===== src/design/mofb_pkg.sv =====
package mofb_pkg;

  // frame layout
  localparam int FRAME_LEN = 9;
  localparam int IDX_W     = 4;

  localparam logic [7:0]  FRAME_HEADER = 8'hFF;
  localparam logic [7:0]  FRAME_MARKER = 8'h07;
  localparam logic [15:0] CRC_POLY     = 16'hA001;
  localparam logic [15:0] CRC_INIT     = 16'hFFFF;
  localparam logic [7:0]  FLAG_FIXED   = 8'h08;

  // byte positions within the frame
  localparam logic [IDX_W-1:0] POS_HEADER  = 4'd0;
  localparam logic [IDX_W-1:0] POS_MARKER  = 4'd1;
  localparam logic [IDX_W-1:0] POS_LEFT_LO = 4'd2;
  localparam logic [IDX_W-1:0] POS_LEFT_HI = 4'd3;
  localparam logic [IDX_W-1:0] POS_RIGHT_LO = 4'd4;
  localparam logic [IDX_W-1:0] POS_RIGHT_HI = 4'd5;
  localparam logic [IDX_W-1:0] POS_FLAG    = 4'd6;
  localparam logic [IDX_W-1:0] POS_CRC_LO  = 4'd7;
  localparam logic [IDX_W-1:0] POS_CRC_HI  = 4'd8;

  // one command in
  typedef struct packed {
    logic signed [15:0] left_speed;
    logic signed [15:0] right_speed;
  } in_cmd_t;

  // one frame byte out
  typedef struct packed {
    logic [7:0] frame_byte;
    logic       last_byte;
  } out_item_t;

  // reflected crc-16 over one byte, eight shift steps
  function automatic logic [15:0] crc_byte(input logic [15:0] crc_in, input logic [7:0] data);
    logic [15:0] acc;
    acc = crc_in ^ {8'h00, data};
    for (int b = 0; b < 8; b++) begin
      if (acc[0]) begin
        acc = (acc >> 1) ^ CRC_POLY;
      end else begin
        acc = acc >> 1;
      end
    end
    return acc;
  endfunction

endpackage


===== src/design/motor_order_frame_builder_top.sv =====
// a taken command passes from the command register into the frame sender registers before its first byte leaves
// throughput: one byte per cycle while a frame is sent; a second command is
//   held in a one-deep command register while the current frame is sent
// reset (rst_n low at a clock edge) empties both stages and sets speed control to 1
// the receiver cannot stall: each byte is shown for one cycle only
module motor_order_frame_builder_top import mofb_pkg::*; (
  input  logic      clk,
  input  logic      rst_n,
  input  logic      start,
  output logic      busy,
  input  in_cmd_t   in_cmd,
  output logic      out_valid,
  output out_item_t out_item,
  input  logic      cfg_valid,
  output logic      cfg_ready,
  input  logic      cfg_data
);

  logic             speed_ctrl_r;
  logic             pend_valid_r;
  in_cmd_t          pend_cmd_r;
  logic             active_r;
  logic [IDX_W-1:0] idx_r;
  logic [15:0]      left_r;
  logic [15:0]      right_r;
  logic [7:0]       flag_r;
  logic [15:0]      crc_r;

  logic             accept;
  logic             last_now;
  logic             load;
  logic [7:0]       flag_nxt;
  logic [7:0]       byte_sel;

  // handshakes
  assign cfg_ready = 1'b1;
  assign busy      = pend_valid_r;
  assign accept    = start && !busy;
  assign last_now  = active_r && (idx_r == POS_CRC_HI);
  assign load      = pend_valid_r && (!active_r || last_now);

  // flag byte of the waiting command
  always_comb begin
    flag_nxt    = FLAG_FIXED;
    flag_nxt[7] = speed_ctrl_r;
    flag_nxt[5] = speed_ctrl_r;
    flag_nxt[6] = !pend_cmd_r.left_speed[15] && (|pend_cmd_r.left_speed);
    flag_nxt[4] = !pend_cmd_r.right_speed[15] && (|pend_cmd_r.right_speed);
  end

  // byte select for the current position
  always_comb begin
    case (idx_r)
      POS_HEADER:   byte_sel = FRAME_HEADER;
      POS_MARKER:   byte_sel = FRAME_MARKER;
      POS_LEFT_LO:  byte_sel = left_r[7:0];
      POS_LEFT_HI:  byte_sel = left_r[15:8];
      POS_RIGHT_LO: byte_sel = right_r[7:0];
      POS_RIGHT_HI: byte_sel = right_r[15:8];
      POS_FLAG:     byte_sel = flag_r;
      POS_CRC_LO:   byte_sel = crc_r[7:0];
      POS_CRC_HI:   byte_sel = crc_r[15:8];
      default:      byte_sel = 8'h00;
    endcase
  end

  assign out_valid           = active_r;
  assign out_item.frame_byte = byte_sel;
  assign out_item.last_byte  = last_now;

  // speed control register
  always_ff @(posedge clk) begin
    if (!rst_n) begin
      speed_ctrl_r <= 1'b1;
    end else if (cfg_valid && cfg_ready) begin
      speed_ctrl_r <= cfg_data;
    end
  end

  // command holding stage
  always_ff @(posedge clk) begin
    if (!rst_n) begin
      pend_valid_r <= 1'b0;
    end else if (accept) begin
      pend_valid_r <= 1'b1;
    end else if (load) begin
      pend_valid_r <= 1'b0;
    end
  end

  always_ff @(posedge clk) begin
    if (accept) begin
      pend_cmd_r <= in_cmd;
    end
  end

  // frame sender control
  always_ff @(posedge clk) begin
    if (!rst_n) begin
      active_r <= 1'b0;
      idx_r    <= POS_HEADER;
    end else if (load) begin
      active_r <= 1'b1;
      idx_r    <= POS_HEADER;
    end else if (last_now) begin
      active_r <= 1'b0;
      idx_r    <= POS_HEADER;
    end else if (active_r) begin
      idx_r    <= idx_r + 4'd1;
    end
  end

  // frame payload and running crc over marker to flag byte
  always_ff @(posedge clk) begin
    if (load) begin
      left_r  <= pend_cmd_r.left_speed;
      right_r <= pend_cmd_r.right_speed;
      flag_r  <= flag_nxt;
      crc_r   <= CRC_INIT;
    end else if (active_r && (idx_r >= POS_MARKER) && (idx_r <= POS_FLAG)) begin
      crc_r   <= crc_byte(crc_r, byte_sel);
    end
  end

endmodule

===== config.mk =====
export PLATFORM = sky130hd
export DESIGN_NAME = motor_order_frame_builder_top
export DESIGN_NICKNAME = d
export VERILOG_FILES = /design/src/design/mofb_pkg.sv /design/src/design/motor_order_frame_builder_top.sv
export SDC_FILE = /design/constraint.sdc
export NUM_CORES = 1
export LEC_CHECK = 0
export ABC_CLOCK_PERIOD_IN_PS = 3600
export BUFFER_PORTS_ARGS = -buffer_cell sky130_fd_sc_hd__buf_2
export CAP_MARGIN = 10
export CORE_ASPECT_RATIO = 0.5
export CORE_MARGIN = 2
export CORE_UTILIZATION = 30
export DETAILED_ROUTE_END_ITERATION = 8
export SLEW_MARGIN = 20
export SYNTH_ARGS = -nofsm -noshare
export SYNTH_HDL_FRONTEND = slang
export SYNTH_SLANG_ARGS = --single-unit

===== constraint.sdc =====
create_clock -name clk -period 3.6 [get_ports clk]
set_input_delay 0.72 -clock clk [delete_from_list [all_inputs] [get_ports clk]]
set_output_delay 0.72 -clock clk [all_outputs]
set_load 0.02 [all_outputs]

==> results.json <==
{
  "status": "completed",
  "root_buffer": "clkbuf_16",
  "gp_congestion": 0.8384,
  "grt_pass1_vias": 2322,
  "leakagePower_uw": 0.001671,
  "viasPerCell": 4.552,
  "path_clk_slew_ns": 0.07,
  "area_delta_synth_final_pct": 17.38,
  "finalHoldViolations": 0,
  "dr_total_vias": 2326,
  "grt_max_degree": 36,
  "rsz0062_at_grt": "false",
  "fmax_ghz": 0.3121,
  "wl_per_cell_um": 15.46,
  "hold-path-endpoint": "right_r[3]",
  "cp-startpoint": "idx_r[0]",
  "layout_min_cycle_time_ns": 3.204,
  "synth_area_sq_um": 3859,
  "finClkSkew_ns": 0.007789,
  "io_pins": 49,
  "path_class": "register to register",
  "post-route-util_pct": 35.87,
  "rows": 29,
  "dp_hpwl_um": 5842,
  "max_slew_margin_pct": 33.00,
  "worst_ep_required_time_ns": 3.86,
  "die_h_um": 84.20,
  "hold_buffers": 0,
  "r2r_setup_slack_ns": 0.40,
  "insertion_delay_ns": 0.34,
  "ys_types": 53,
  "crit_top_cell": "xor2_1",
  "antenna_cells": 0,
  "p_per_area_nw_per_um2": 580.6,
  "core_sq_um": 12630,
  "antenna_found_initial": 0,
  "cp_max_fo": 14,
  "whs_ns": 0.4462,
  "grt_pass1_wl_um": 12740,
  "cts_tree": "done",
  "grt.total_usage_pct": 12.25,
  "maxSlewViolCount": 0,
  "synthCells": 290,
  "dr.pass1.iters": 7,
  "routed_wirelength_um": 7901,
  "fin_cells": 511,
  "drive_above_1_share_pct": 22.29,
  "avgSynthCellArea_sq_um": 13.31,
  "place_inst": 496,
  "worst_pin_slew_ns": 1.005,
  "fin_tns_setup_ns": 0,
  "start_kind": "register",
  "crit_slowest_cell": "ha_1",
  "drv_cap": 0,
  "grt-ovfl-total": 0,
  "peakVddDrop_mv": 0.2382,
  "synth-edff-count": 67,
  "synth_nets": 332,
  "clock_path_buffers": 2,
  "io_buffers": 47,
  "cts_buffers": 9,
  "final_antenna_net_count": 0,
  "reg2reg_from": "idx_r[0]",
  "ys_ff_latch": 90,
  "reg2regPathDepth": 10,
  "async_flop_share_pct": 0,
  "endpoint_kind": "register",
  "hp-start": "pend_cmd_r[3]",
  "worstReg2RegEnd": "crc_r[0]",
  "finalSetupViolations": 0,
  "drt_iter0_drc": 161,
  "slowest_delay_ns": 0.51,
  "cts_resized": 0,
  "crit_chain": "inv_1 -> ha_1 -> a22oi_1 -> a221oi_1 -> a221o_1 -> xor2_1 -> xor2_1 -> xnor2_1 -> xnor3_1 -> o21ai_1",
  "post_cts_buffers": 0,
  "yosysWarnings": 0,
  "dieArea_sq_um": 13840,
  "hold_class": "register to register",
  "hold_depth": 0,
  "synth-seq-area-share_pct": 64.07,
  "min_period_over_period_pct": 89.01,
  "cts.sinks": 90,
  "drc": 0,
  "cts-htree-levels": 3,
  "final_nets": 379,
  "initial_core_util_pct": 30.56,
  "crit_arrival_ns": 3.47,
  "die_width_um": 164.4,
  "yosys_most_used_dff": "edfxtp_1"
}
[worst max-delay path by stage]
stage | cells after the start | endpoint | slack [ns]
floorplan | 11 | crc_r[0] | 0.72
global placement | 10 | crc_r[0] | 0.56
detailed placement | 10 | crc_r[0] | 0.46
CTS | 10 | crc_r[0] | 0.41
global route | 10 | crc_r[0] | 0.14
finish | 10 | crc_r[0] | 0.40
[metal layers]
layer	track usage [%]	wire (um)	up-vias
li1	-	-	1173
met1	17.45	3962	1099
met2	17.34	3446	45
met3	4.150	375	9
met4	4.348	116	0
met5	0	0	-
[power by group]
group	total (uW)	internal (uW)	switching [uW]
Clock	867	472	395
Combinational	466	240	226
Sequential	1300	1220	75.6
[logic make-up (layout without fill, tap and decap cells)]
group | after synthesis | in the layout | synth area share, %
DFF | 90 | 90 | 64.07
and+or+nand+nor | 74 | 74 | 9.825
AOI/OAI and AO/OA | 58 | 58 | 10.96
buffers and inverters | 26 | 77 | 3.729
xor gates and xnor gates | 24 | 24 | 6.583
muxes | 12 | 12 | 3.113
adders and majority gates | 5 | 5 | 1.621
other | 1 | 1 | 0.09718
[layout by cell type, fill, tap and decap left out, types with 6 or more instances in the layout]
master      n
edfxtp_1   67
buf_2      47
nand2_1    25
dfxtp_1    23
nor2_1     14
mux2i_1    12
o211ai_1   11
xor2_1     11
xnor2_1     9
clkbuf_16   9
inv_1       8
a21oi_1     8
o21ai_1     7
buf_4       7
a22oi_1     6
nor4_1      6
[critical path: cells and delay by family (launching register included)]
family          cells  cell delay, ns
flops               1            0.36
buf+inv             1            0.12
xor+xnor            4            1.26
compound gates      4            0.86
fa+ha+maj           1            0.51
[registers in the layout (all words and copies together) (netlist names)]
signal and count:
crc_r 16, busy 1, pend_cmd_r 32, idx_r 4, speed_ctrl_r 1, right_r 16, flag_r 3, out_valid 1
left_r 16
[stage by stage]
stage               area (sq um)  setup WS [ns]  power (uW)
finish                      4529         0.3958        2630
global route                4529         0.1378        2754
CTS                         4529         0.4127        2660
detailed placement          4254         0.4575        1790
global placement            4254         0.5614        1782
floorplan                   3859         0.7233        1660
[layout make-up]
cell class	instances	area [sq um]
Clock buffer	9	225.2
Clock inverter	6	50.05
Fill cell	1228	8098
Inverter	8	30.03
Multi-Input combinational cell	174	1251
Sequential cell	90	2472
Tap cell	170	212.7
Timing Repair Buffer	54	287.8
[Yosys cell counts (all sizes together) (2+ instances only)]
library cell | n | share of area [%]
a211oi | 3 | 0.58
a21oi | 8 | 1.0
a22oi | 6 | 1.2
a31oi | 2 | 0.32
a32o | 4 | 1.0
a41oi | 2 | 0.45
buf | 14 | 2.6
clkbuf | 4 | 0.39
dfxtp | 23 | 12
edfxtp | 67 | 52
ha | 5 | 1.6
inv | 8 | 0.78
mux2i | 12 | 3.1
nand2 | 25 | 2.4
nand2b | 4 | 0.65
nand3 | 3 | 0.39
nand3b | 2 | 0.39
nor2 | 14 | 1.4
nor2b | 6 | 0.97
nor3 | 3 | 0.39
nor3b | 2 | 0.39
nor4 | 6 | 0.97
o211ai | 11 | 2.1
o21ai | 10 | 1.3
o22ai | 2 | 0.32
o32ai | 2 | 0.65
or3 | 3 | 0.62
xnor2 | 10 | 2.5
xor2 | 12 | 2.9
No activity file was read; power rests on OpenSTA's default activity.
